--- config.mk ---
export PLATFORM = sky130hd
export DESIGN_NAME = l2n_ram
export DESIGN_NICKNAME = d
export VERILOG_FILES = /design/src/design/l2n_ram.sv
export SDC_FILE = /design/constraint.sdc
export NUM_CORES = 1
export LEC_CHECK = 0
export ABC_CLOCK_PERIOD_IN_PS = 4700
export BUFFER_PORTS_ARGS = -buffer_cell sky130_fd_sc_hd__buf_2
export CORE_UTILIZATION = 40
export CTS_CLUSTER_SIZE = 12
export DETAILED_ROUTE_END_ITERATION = 10
export HOLD_SLACK_MARGIN = 0.03
export SYNTH_ARGS = -nofsm -noshare
export SYNTH_HDL_FRONTEND = slang
export SYNTH_SLANG_ARGS = --single-unit
--- constraint.sdc ---
create_clock -name clock -period 4.7 [get_ports clock]
set_clock_uncertainty 0.05 [all_clocks]
set_input_delay 0.705 -clock clock [delete_from_list [all_inputs] [get_ports clock]]
set_output_delay 0.705 -clock clock [all_outputs]
set_load 0.02 [all_outputs]
--- src/design/l2n_ram.sv ---
// Generic single-write, single-read synchronous RAM with registered read.
// No dependencies.
module l2n_ram #(
   parameter int unsigned WIDTH  = 32,
   parameter int unsigned DEPTH  = 16,
   parameter int unsigned ADDR_W = (DEPTH > 1) ? $clog2(DEPTH) : 1
) (
   input  logic              clock,
   input  logic              wr_en,
   input  logic [ADDR_W-1:0] wr_addr,
   input  logic [WIDTH-1:0]  wr_data,
   input  logic              rd_en,
   input  logic [ADDR_W-1:0] rd_addr,
   output logic [WIDTH-1:0]  rd_data
);

   logic [WIDTH-1:0] mem_ff [DEPTH];
   logic [WIDTH-1:0] rd_data_ff;

   // write port and registered read port
   always_ff @(posedge clock) begin
      if (wr_en) begin
         mem_ff[wr_addr] <= wr_data;
      end
      if (rd_en) begin
         rd_data_ff <= mem_ff[rd_addr];
      end
   end

   assign rd_data = rd_data_ff;

endmodule

# Yosys cells after proc, flatten, opt, wreduce, memory -nomap -nowiden
# Memories as Yosys holds them, arrays and structs flattened. A register that Yosys moved wholly into a read port is not among the register bits.
# Cells that the tools add are included.
[op_classes]
muxes = 2
[ops]
columns = ["operator", "n"]
rows = [
  ["$mux 1", 2],
]
[totals]
register_bits = 0
word_cells = 3
inputBits = 43
memories = 1
ramBits = 512
output_inout_bits = 32
[mem_list]
columns = ["memory", "words", "width", "rd", "rd_ports_with_merged_regs", "write_ports", "line", "text"]
rows = [
  ["mem_ff", 16, 32, 1, 1, 1, "17", "logic [WIDTH-1:0] mem_ff [DEPTH];"],
]

# Depth between registers and ports, before layout
[depth]
word_depth = 2
depth_mapped = 5
depth_no_buf = 3

# Worst setup path before layout
# No wires, ideal clock.
[synth_timing]
path_kind = "input -> register"
from = "input port wr_addr[2]"
to = "memory mem_ff[0][0] (enable)"
t_arrival_ps = 3423
setup_time_ps = 461
path_slack_ps = 765
stages = 2
cell_sequence = "or3b_2 nor3_1"
[synth_lines]
columns = ["element", "line", "text"]
rows = [
  ["start, declared", "10", "input logic [ADDR_W-1:0] wr_addr,"],
  ["end, declared", "17", ""],
]
# No word-level cell before the write port.

==> flow_metrics.py <==
metrics = {
    "drt": {
        "wl_per_cell_um": 26.98,
        "wl_mm": 44.35,
        "drc": 0,
        "vias_per_cell": 5.547,
        "firstDrtPassIters": 5,
        "ant_nets": 0,
        "num_vias": 9119,
        "drt_iter0_drc": 925,
    },
    "placement": {
        "finalWeightedCongestion": 0.6881,
        "dp_hpwl_mm": 23.09,
        "placed_area_sq_mm": 0.02155,
        "port_buffers": 74,
    },
    "synthesis": {
        "ys_ff_latch": 544,
        "ys_warn_count": 0,
        "synthCells": 838,
        "synth_area_sq_mm": 0.02017,
        "synthDistinctLibCells": 17,
        "synth_area_per_cell_sq_um": 24.07,
        "seq_area_frac_synth_pct": 80.97,
        "mappedNetlistNets": 881,
    },
    "final_layout": {
        "layout.area.seq_sq_mm": 0.01634,
        "area_growth_syn_to_layout_pct": 14.17,
        "n_fill_cell": 4062,
        "drive_above_1_share_pct": 31.97,
        "nets": 998,
        "multi_input_area_sq_mm": 0.003750,
        "final_area_sq_mm": 0.02303,
    },
    "floorplanning": {
        "rows": 81,
        "dieWidth_um": 226.6,
        "die_h_um": 226.6,
        "boundaryPins": 75,
        "initial_core_util_pct": 40.88,
        "coreArea_sq_mm": 0.04936,
        "die-area_sq_mm": 0.05134,
    },
    "timing": {
        "slew_headroom_pct": 26.55,
        "worstMarginPinSlew_ns": 1.102,
        "slew_violations": 0,
        "setup_violations": 0,
        "final_hold_viol_count": 0,
        "fin_setup_tns_ns": 0,
        "finalCritPeriodShare_pct": 49.54,
        "max_freq_ghz": 0.4295,
        "rsz0062_at_grt": "false",
        "post-route-min-period_ns": 2.328,
    },
    "status": {
        "status": "completed",
    },
    "power_and_ir_drop": {
        "power_density_mw_per_mm2": 424.0,
        "p_leak_nw": 7.261,
        "peakVddDrop_mv": 0.2495,
    },
    "grt": {
        "antenna_found_initial": 3,
        "grt.total_usage_pct": 17.93,
        "grt_pass1_vias": 9601,
        "grt_overflow_total": 0,
        "grt_first_pass_wirelength_mm": 65.02,
        "grt_max_degree": 55,
    },
    "clock_network": {
        "numCtsBuffers": 54,
        "hold_buffers": 0,
        "cts_root_buf": "clkbuf_16",
        "cts_max_level": 2,
        "cts.sinks": 544,
        "cts_tree": "built",
        "cts_setup_buffers": 0,
        "clock_path_buffers": 3,
        "post_cts_resized": 0,
        "clk_pin_slew_ns": 0.06,
        "worstSkewPairLatency_ns": 0.59,
    },
    "worst_setup_path": {
        "path_class": "input port to register",
        "worstPathRequired_ns": 4.97,
        "critPathArrivalTime_ns": 2.60,
        "critPathMaxFanout": 54,
        "startpoint_type": "input port",
        "crit_path_end_kind": "register",
    },
    "run": {
        "cap_violations": 0,
    },
    "hold_path": {
        "hold_path_class": "input port to register",
    },
}
[metrics by stage]
step | utilization (%) | power, W | instances | worst slack, ns | hold WS (ns)
after detailed placement | 43.66 | 0.006106 | 1563 | 1.700 | 0.6824
after global placement | 43.66 | 0.006094 | 1563 | 1.683 | 0.6818
after floorplan | - | 0.005883 | 838 | 0.7654 | 0.6603
final | 46.67 | 0.009766 | 1644 | 2.372 | 0.4452
after CTS | 46.66 | 0.009866 | 1643 | 2.323 | 0.4086
after global routing | 46.66 | 0.01005 | 1643 | 2.226 | 0.4309
[cells in the final DEF (no fill, tap or decap), drive strengths merged]
cell / Yosys / routed
a22oi: 64 / 64
and2: 1 / 1
buf: 26 / 103
clkbuf: 17 / 66
clkinv: 0 / 13
clkinvlp: 0 / 1
diode: 0 / 1
edfxtp: 544 / 544
inv: 0 / 1
mux4: 128 / 128
nand2: 33 / 33
nand2b: 2 / 2
nand3: 1 / 1
nand3b: 2 / 2
nor2: 13 / 13
nor2b: 2 / 2
nor3: 4 / 4
or3b: 1 / 1
[where the power goes]
group	total [W]	switching (W)	internal [W]	leakage, nW
Combinational	0.000494	0.000305	0.000189	1.59
Clock	0.00377	0.00168	0.00210	0.722
Sequential	0.00550	0.0000308	0.00547	4.94
Total	0.00977	0.00201	0.00775	7.26
[state kept, by name, indices dropped and copies added (netlist names)]
| signal | flops |
|---|---|
| rd_data | 32 |
| mem_ff | 512 |
[layout make-up]
cell class / instances / area share [%]
Multi-Input combinational cell: 251 / 16.28
Clock buffer: 65 / 6.138
Tap cell: 664 / 3.607
Sequential cell: 544 / 70.92
Clock inverter: 15 / 0.2988
Timing Repair Buffer: 104 / 2.743
Antenna cell: 1 / 0.01086
[per-layer routing]
metal,up-vias,share of wire [%],track usage [%]
li1,3817,-,-
met1,4913,44,26.12
met2,311,47,27.69
met3,74,6.7,3.680
met4,4,2.1,4.555
met5,-,0.045,0
[final timing paths]
kind | start | slack, ns | cells past startpoint | to
min | wr_data[27] | 0.45 | 1 | mem_ff[11][27]
max | rd_addr[0] | 2.37 | 5 | rd_data[15]
max reg2reg | mem_ff[3][5] | 3.10 | 3 | rd_data[5]
min reg2reg | mem_ff[15][24] | 0.69 | 3 | rd_data[24]
[synthesized netlist by cell type]
cell	n	area, sq um
a22oi_1	64	480.5
mux4_2	128	2883
nand3b_1	2	15.01
nand3_1	1	5.000
or3b_2	1	8.760
nand2_1	33	123.9
nor3_1	4	20.02
buf_2	4	20.02
buf_1	9	33.78
nor2_1	13	48.80
and2_1	1	6.260
nand2b_1	2	12.51
nor2b_1	2	12.51
buf_4	11	82.58
clkbuf_1	17	63.81
edfxtp_1	544	16340
buf_6	2	22.52
[cells by family after synthesis]
kind of cell	after synthesis	synth area share, %
flops	544	80.97
mux	128	14.29
compound gates	64	2.382
simple gates	59	1.253
buf+inv	43	1.104
[worst max-delay path, cell delays in order]
cell	delay [ns]
clkbuf_8	0.55
buf_4	0.42
mux4_2	0.54
a22oi_1	0.20
nand2_1	0.11
Note: power is estimated with default switching activity, not from simulation.
