===== config.mk =====
export PLATFORM = sky130hd
export DESIGN_NAME = l2n_lane
export DESIGN_NICKNAME = d
export VERILOG_FILES = /design/src/design/l2n_pkg.sv /design/src/design/l2n_lane.sv
export SDC_FILE = /design/constraint.sdc
export NUM_CORES = 1
export LEC_CHECK = 0
export BUFFER_PORTS_ARGS = -buffer_cell sky130_fd_sc_hd__buf_2
export CORE_ASPECT_RATIO = 1.25
export CORE_MARGIN = 4
export CORE_UTILIZATION = 60
export DETAILED_ROUTE_END_ITERATION = 16
export PLACE_DENSITY = 0.74
export SLEW_MARGIN = 20
export SYNTH_ARGS = -nofsm -noshare
export SYNTH_HDL_FRONTEND = slang
export SYNTH_SLANG_ARGS = --single-unit

===== constraint.sdc =====
create_clock -name clock -period 15.3 [get_ports clock]
set_clock_uncertainty 0.1 [all_clocks]
set_input_delay 0 -clock clock [delete_from_list [all_inputs] [get_ports clock]]
set_output_delay 0 -clock clock [all_outputs]
set_load 0.05 [all_outputs]

===== src/design/l2n_pkg.sv =====
// Shared types and constants for the embedding L2 normalizer.
// No dependencies; imported by the top level and by l2n_lane.
package l2n_pkg;

   localparam int unsigned LaneCount = 4;
   localparam int unsigned ByteW     = 8;
   localparam int unsigned WordW     = LaneCount * ByteW;
   localparam int unsigned KeyW      = 8;   // width of the scaled result k
   localparam int unsigned SqW       = 16;  // width of a trial squared
   localparam int unsigned TargetW   = 29;  // 16384 * 128 * 128 fits here
   localparam int unsigned ScaleShift = 14; // 128 * 128 = 2**14

   // top-level sequencer states
   typedef enum logic [2:0] {
      ST_LOAD,
      ST_READ,
      ST_SETUP,
      ST_SEARCH,
      ST_EMIT
   } state_type;

   // per-bit phases of the lane search
   typedef enum logic [1:0] {
      PH_SQUARE,
      PH_SCALE,
      PH_COMPARE
   } phase_type;

   // start command from sequencer to each lane unit
   typedef struct packed {
      logic               start;
      logic [ByteW-1:0]   element;
   } lane_cmd_type;

endpackage


===== src/design/l2n_lane.sv =====
// One lane of the normalizer: bitwise search for k with k*k*S <= 16384*m*m.
// Depends on l2n_pkg.
module l2n_lane
   import l2n_pkg::*;
#(
   parameter int unsigned SUM_W = 21
) (
   input  logic             clock,
   input  logic             reset,
   input  lane_cmd_type     cmd,
   input  logic [SUM_W-1:0] square_sum,
   output logic             done,
   output logic [ByteW-1:0] norm
);

   localparam int unsigned ProdW = SqW + SUM_W;

   phase_type          phase_ff, phase_in;
   logic               busy_ff, busy_in;
   logic               done_ff, done_in;
   logic [2:0]         bit_ff, bit_in;
   logic [KeyW-1:0]    k_ff, k_in;
   logic               eq_ff, eq_in;
   logic               neg_ff, zero_ff;
   logic [TargetW-1:0] target_ff;
   logic [SqW-1:0]     sq_ff;
   logic [ProdW-1:0]   prod_ff;
   logic [KeyW-1:0]    trial;
   logic [ByteW:0]     mag;
   logic [KeyW:0]      ceil_k;
   logic [KeyW:0]      neg_byte;

   assign trial = k_ff | (KeyW'(1) << bit_ff);
   assign mag   = cmd.element[ByteW-1] ? (9'd0 - {1'b1, cmd.element})
                                       : {1'b0, cmd.element};

   // control: phase, bit index, running key and exact-match flag
   always_comb begin
      phase_in = phase_ff;
      busy_in  = busy_ff;
      done_in  = done_ff;
      bit_in   = bit_ff;
      k_in     = k_ff;
      eq_in    = eq_ff;
      if (cmd.start) begin
         phase_in = PH_SQUARE;
         busy_in  = 1'b1;
         done_in  = 1'b0;
         bit_in   = 3'd7;
         k_in     = '0;
         eq_in    = 1'b0;
      end else if (busy_ff) begin
         unique case (phase_ff)
            PH_SQUARE: phase_in = PH_SCALE;
            PH_SCALE:  phase_in = PH_COMPARE;
            PH_COMPARE: begin
               phase_in = PH_SQUARE;
               if (prod_ff <= ProdW'(target_ff)) begin
                  k_in  = trial;
                  eq_in = (prod_ff == ProdW'(target_ff));
               end
               if (bit_ff == 3'd0) begin
                  busy_in = 1'b0;
                  done_in = 1'b1;
               end else begin
                  bit_in = bit_ff - 3'd1;
               end
            end
            default: phase_in = PH_SQUARE;
         endcase
      end
   end

   always_ff @(posedge clock) begin
      if (reset) begin
         phase_ff <= PH_SQUARE;
         busy_ff  <= 1'b0;
         done_ff  <= 1'b0;
      end else begin
         phase_ff <= phase_in;
         busy_ff  <= busy_in;
         done_ff  <= done_in;
      end
   end

   // datapath: operands, square, scale by the sum
   always_ff @(posedge clock) begin
      bit_ff  <= bit_in;
      k_ff    <= k_in;
      eq_ff   <= eq_in;
      if (cmd.start) begin
         neg_ff    <= cmd.element[ByteW-1];
         zero_ff   <= (cmd.element == '0) || (square_sum == '0);
         target_ff <= TargetW'(mag * mag) << ScaleShift;
      end
      if (phase_ff == PH_SQUARE) begin
         sq_ff <= SqW'(trial * trial);
      end
      if (phase_ff == PH_SCALE) begin
         prod_ff <= ProdW'(sq_ff) * ProdW'(square_sum);
      end
   end

   // floor for positive, 256 - ceil for negative
   assign ceil_k   = eq_ff ? {1'b0, k_ff} : ({1'b0, k_ff} + 9'd1);
   assign neg_byte = 9'd0 - ceil_k;
   assign norm = zero_ff ? '0 : (neg_ff ? neg_byte[ByteW-1:0] : k_ff);
   assign done = done_ff;

endmodule

Yosys cells after proc, flatten, opt, wreduce, memory -nomap -nowiden

Index checks and enable logic that the tools add are counted.
W data, S select, Z words.

Muxes and demuxes: 9
$add $sub $neg: 4
Reductions and logical operators: 9
Multipliers: 3
Bitwise operators: 2
Shifts and indexed selects: 1
Eq/ne operators: 3
Magnitude comparators: 1

Operators with widths:

| kind                  | number |
|---|---|
| $eq A37 B29 Y1        | 1 |
| $le A37 B29 Y1        | 1 |
| $mul A16 B21 Y37      | 1 |
| $mux W8               | 3 |
| $logic_not A21 Y1     | 1 |
| $mul A8 B8 Y16        | 1 |
| $mul A9 B9 Y15        | 1 |
| $mux W9               | 1 |
| $reduce_and A3 Y1     | 3 |
| $sub A1 B9 Y9 const A | 1 |
| $add A8 B1 Y8 const B | 1 |
| $logic_not A8 Y1      | 1 |
| $or A8 B8 Y8          | 1 |
| $shl A1 B3 Y8 const A | 1 |
| $sub A1 B8 Y8 const A | 1 |
| $mux W1               | 4 |
| $pmux W2 S2           | 1 |
| $logic_not A3 Y1      | 1 |
| $sub A3 B1 Y3 const B | 1 |
| $eq A2 B1 Y1 const B  | 1 |
| $eq A2 B2 Y1 const B  | 1 |
| $logic_not A2 Y1      | 1 |
| $reduce_or A2 Y1      | 1 |
| $logic_or A1 B1 Y1    | 1 |
| $not A1 Y1            | 1 |

Output and inout bits: 9
Logic and storage cells: 43
Bits of input ports: 32
Register bits after elaboration: 86

Logic depth before layout (Yosys ltp)

Word-level depth: 5
Gate-level depth with buffers: 23
Gate-level depth less buffers: 23

Least setup slack after synthesis

No wires, ideal clock.

Kind: reg-to-reg
Start: register sq_ff[6]
End: register prod_ff[33], data pin
Setup slack: 9.297 ns
Period minus slack after synthesis: 6.003 ns
Buffers on the path: 1
Cell stages (with the launch flop): 22
Data arrival time: 5.642 ns
Required time: 14.939 ns
Path through: edfxtp_1 > clkbuf_1 > nand2_1 > fa_1 > inv_1 > fa_1 > inv_1 > fa_1 > inv_1 > fa_1 > fa_1 > inv_1 > fa_1 > inv_1 > ha_1 > a21o_1 > a31oi_1 > o22ai_1 > a211o_1 > a31oi_4 > nor4b_2 > a311o_1

Cells in the longest elaborated chain, start to end: 1

RTL lines:

| element                  | line            | source |
|---|---|---|
| start: declaration       | l2n_lane.sv:26  | `logic [SqW-1:0] sq_ff;` |
| start signal: assignment | l2n_lane.sv:97  | `sq_ff <= SqW'(trial * trial);` |
| $mul A16 B21 Y37         | l2n_lane.sv:100 | `prod_ff <= ProdW'(sq_ff) * ProdW'(square_sum);` |
| end signal: assignment   | l2n_lane.sv:100 |  |
| end: declaration         | l2n_lane.sv:27  | `logic [ProdW-1:0] prod_ff;` |

No other way between the ends.
A chain may end at the register's enable or synchronous reset.

Worst setup path in the final report

Start: register sq_ff[6]
End: register prod_ff[30], data pin

Same word-level chain as after synthesis.

==> results.toml <==
[hold_path]
hold_class = "in2reg"
min_from = "cmd[8]"

[pwr]
power_w = 0.00170
internal_power_w = 0.000911
clockPowerShare_pct = 12.8
p_sw_share_pct = 46.4
p_leak_nw = 9.44
comb_power_share_pct = 66.9
power.density_nw_per_um2 = 91.5
p_seq_share_pct = 20.3
power.switching_w = 0.000790
vdd.ir_drop.worst_mv = 0.0804

[floorplanning]
die_area_sq_um = 32500
placement_rows = 70
core_sq_um = 29300
start_util_pct = 60.8
io_pins = 41
dieWidth_microns = 162
die_height_microns = 200

[grt]
track_usage_pct = 26.0
grt_pass1_vias = 14100
globalRouteMet2Util_pct = 47.0
grt_overflow_total = 0
antenna_found_initial = 0
grt_most_used_layer = "met2"
grt.met1_usage_pct = 32.4
grt_pass1_wl_microns = 68800
grt_max_degree = 39
grt_use_met3_pct = 2.30

[finish]
fin_cells = 2354
nNetsFinal = 2488
antenna-diode-count = 0
syn2layout_area_growth_pct = 4.53
nFillCells = 2542
drive_gt1_share_pct = 3.83

[clocking]
hold_buffers = 5
clock_latency_ps = 340
postCtsSetupBuffers = 0
cts_resized = 0
clock-sinks = 84
clockBufferDepth = 2
clk_pin_slew_ps = 70
cts_made_buffers = 9
root_buffer = "clkbuf_16"
cts_htree_levels = 3
cts_tree = "done"

[setup_path]
max_stage_delay_ps = 820
critPathMaxFanout = 21
rrSetupSlack_ps = 8430
crit_family = "adder cells"
crit_start = "sq_ff[6]"
r2r-start = "sq_ff[6]"
cp_cell_sequence = "nand2_1 -> fa_1 -> inv_1 -> fa_1 -> inv_1 -> fa_1 -> inv_1 -> fa_1 -> fa_1 -> inv_1 -> fa_1 -> inv_1 -> ha_1 -> nand2_1 -> nor2_1 -> o2111ai_1 -> a211oi_1 -> o211ai_1 -> and2b_1 -> xnor2_1"
crit_top_cell = "fa_1"
slowest_stage = "edfxtp_1"
arrival_ps = 6860
critPathLaunchType = "flop"
critPathBufInv = 5
required_ps = 15290
worstSetupPathType = "reg2reg"
endpoint_kind = "flop"

[sta]
slew_headroom_pct = 28.6
fin_crit_sh_pct = 44.9
fin_ws_ps = 8430
rsz0062_at_grt = "no"
holdWs_ps = 99.9
worst_slew_pin_slew_ps = 1070
hold_violations = 0
clock.fmax_ghz = 0.146
report.final.setup_viol = 0
final.min_clock_period_ps = 6870
finalSetupTns_ps = 0
drv_slew = 0

[synth]
synthFlopType = "edfxtp_1"
synth_area_sq_um = 17800
synth_top_cell_by_area = "fa_1"
synth_area_per_cell_sq_um = 9.07
syn_inst = 1960
synth_edf_count = 68
synth_most_common_cell = "inv_1"
ys_seq_elements = 84
yosys-top-cells-area = "fa_1 (34%), ha_1 (14%), edfxtp_1 (11%)"
synthTopCellsByCount = "inv_1 (434), fa_1 (304), nand2_1 (210)"
async_reset_ff_share_pct = 0
ys_types = 68
yosysTopAreaCellShare_pct = 34.2
yosys_warnings = 0
ys_seq_area_share_pct = 13.3

[flow_run]
maxCapViolCount = 0

[route]
drt_wl_total_microns = 40300
drc_errors = 0
drtIter0Drc = 705
vias = 13000
wl_per_cell_microns = 17.1
drt_pass1_iterations = 5
ant_nets = 0
viasPerCell = 5.53

[status]
status = "complete, no violations"

[placement]
dp.cells = 2333
io_buffers = 40
gp_congestion = 0.887
dp_slack_ps = 8550
dp_hpwl_microns = 32900
-- sequential cells by signal, indices dropped and copies added, names as in the netlist --
| name | count |
|---|---|
| prod_ff | 37 |
| sq_ff | 15 |
| target_ff | 14 |
| k_ff | 8 |
| bit_ff | 3 |
| phase_ff | 2 |
| busy_ff | 1 |
| done | 1 |
| eq_ff | 1 |
| neg_ff | 1 |
| zero_ff | 1 |
-- cells by family (layout without fill, tap and decap cells) --
| family | count (synthesis) | count (layout) | share of synthesized area (%) |
|---|---|---|---|
| compound gates | 203 | 203 | 7.51 |
| buf+inv | 512 | 496 | 10.8 |
| other cells | 2 | 16 | 0.0422 |
| simple gates | 572 | 572 | 15.9 |
| mux | 6 | 6 | 0.345 |
| fa+ha+maj | 503 | 503 | 48.2 |
| flops | 84 | 84 | 13.3 |
| xor+xnor | 78 | 78 | 3.84 |
-- final timing paths --
check	to	cells past startpoint
setup / recovery	prod_ff[30]	20
hold / removal	neg_ff	1
setup reg to reg	prod_ff[30]	20
hold reg to reg	bit_ff[1]	2
-- worst reg2reg max path, cell delays in order, from the launching register on --
cell and delay, ps:
edfxtp_1 820, nand2_1 190, fa_1 560, inv_1 50, fa_1 530, inv_1 50, fa_1 490, inv_1 50
fa_1 480, fa_1 550, inv_1 70, fa_1 580, inv_1 60, ha_1 380, nand2_1 110, nor2_1 230
o2111ai_1 220, a211oi_1 470, o211ai_1 270, and2b_1 240, xnor2_1 120
-- stage by stage --
| step | instance area [sq um] | util (%) |
|---|---|---|
| after CTS | 18600 | 63.6 |
| after floorplan | 17800 | - |
| final | 18600 | 63.6 |
| after global routing | 18600 | 63.6 |
| after global placement | 18200 | 62.4 |
| after detailed placement | 18200 | 62.4 |
-- placed cells by master, fill, tap and decap left out, types with 40 or more instances in the layout --
master / instances
a21oi_1: 67
buf_2: 40
inv_1: 434
edfxtp_1: 68
ha_1: 199
fa_1: 304
xnor2_1: 53
and2_1: 157
nand2_1: 210
nor2_1: 93
-- power groups by stage --
stage                     sequential [W]  combinational (W)  clock (W)
final                           0.000345            0.00114   0.000218
after global routing            0.000348            0.00130   0.000231
after global placement          0.000347            0.00111          0
after detailed placement        0.000349            0.00113          0
after CTS                       0.000344            0.00115   0.000221
after floorplan                 0.000334           0.000862          0
-- final cells by class --
| cell class | instances | area, sq um | area share (%) |
|---|---|---|---|
| well taps | 396 | 495 | 2.67 |
| clock inverters | 5 | 60.1 | 0.323 |
| clock buffers | 11 | 233 | 1.25 |
| inverters | 434 | 1630 | 8.76 |
| flip-flops and latches | 84 | 2360 | 12.7 |
| multi-input cells | 1378 | 13600 | 72.9 |
| repair buffers | 46 | 258 | 1.39 |
-- per-layer routing --
layer | routed length (microns) | vias up | part of all wire, %
li1 | - | 6018 | -
met1 | 15700 | 6496 | 39
met2 | 21200 | 387 | 53
met3 | 1830 | 107 | 4.5
met4 | 1540 | 0 | 3.8
met5 | 0 | - | 0
Note: power is estimated with default switching activity, not from simulation.
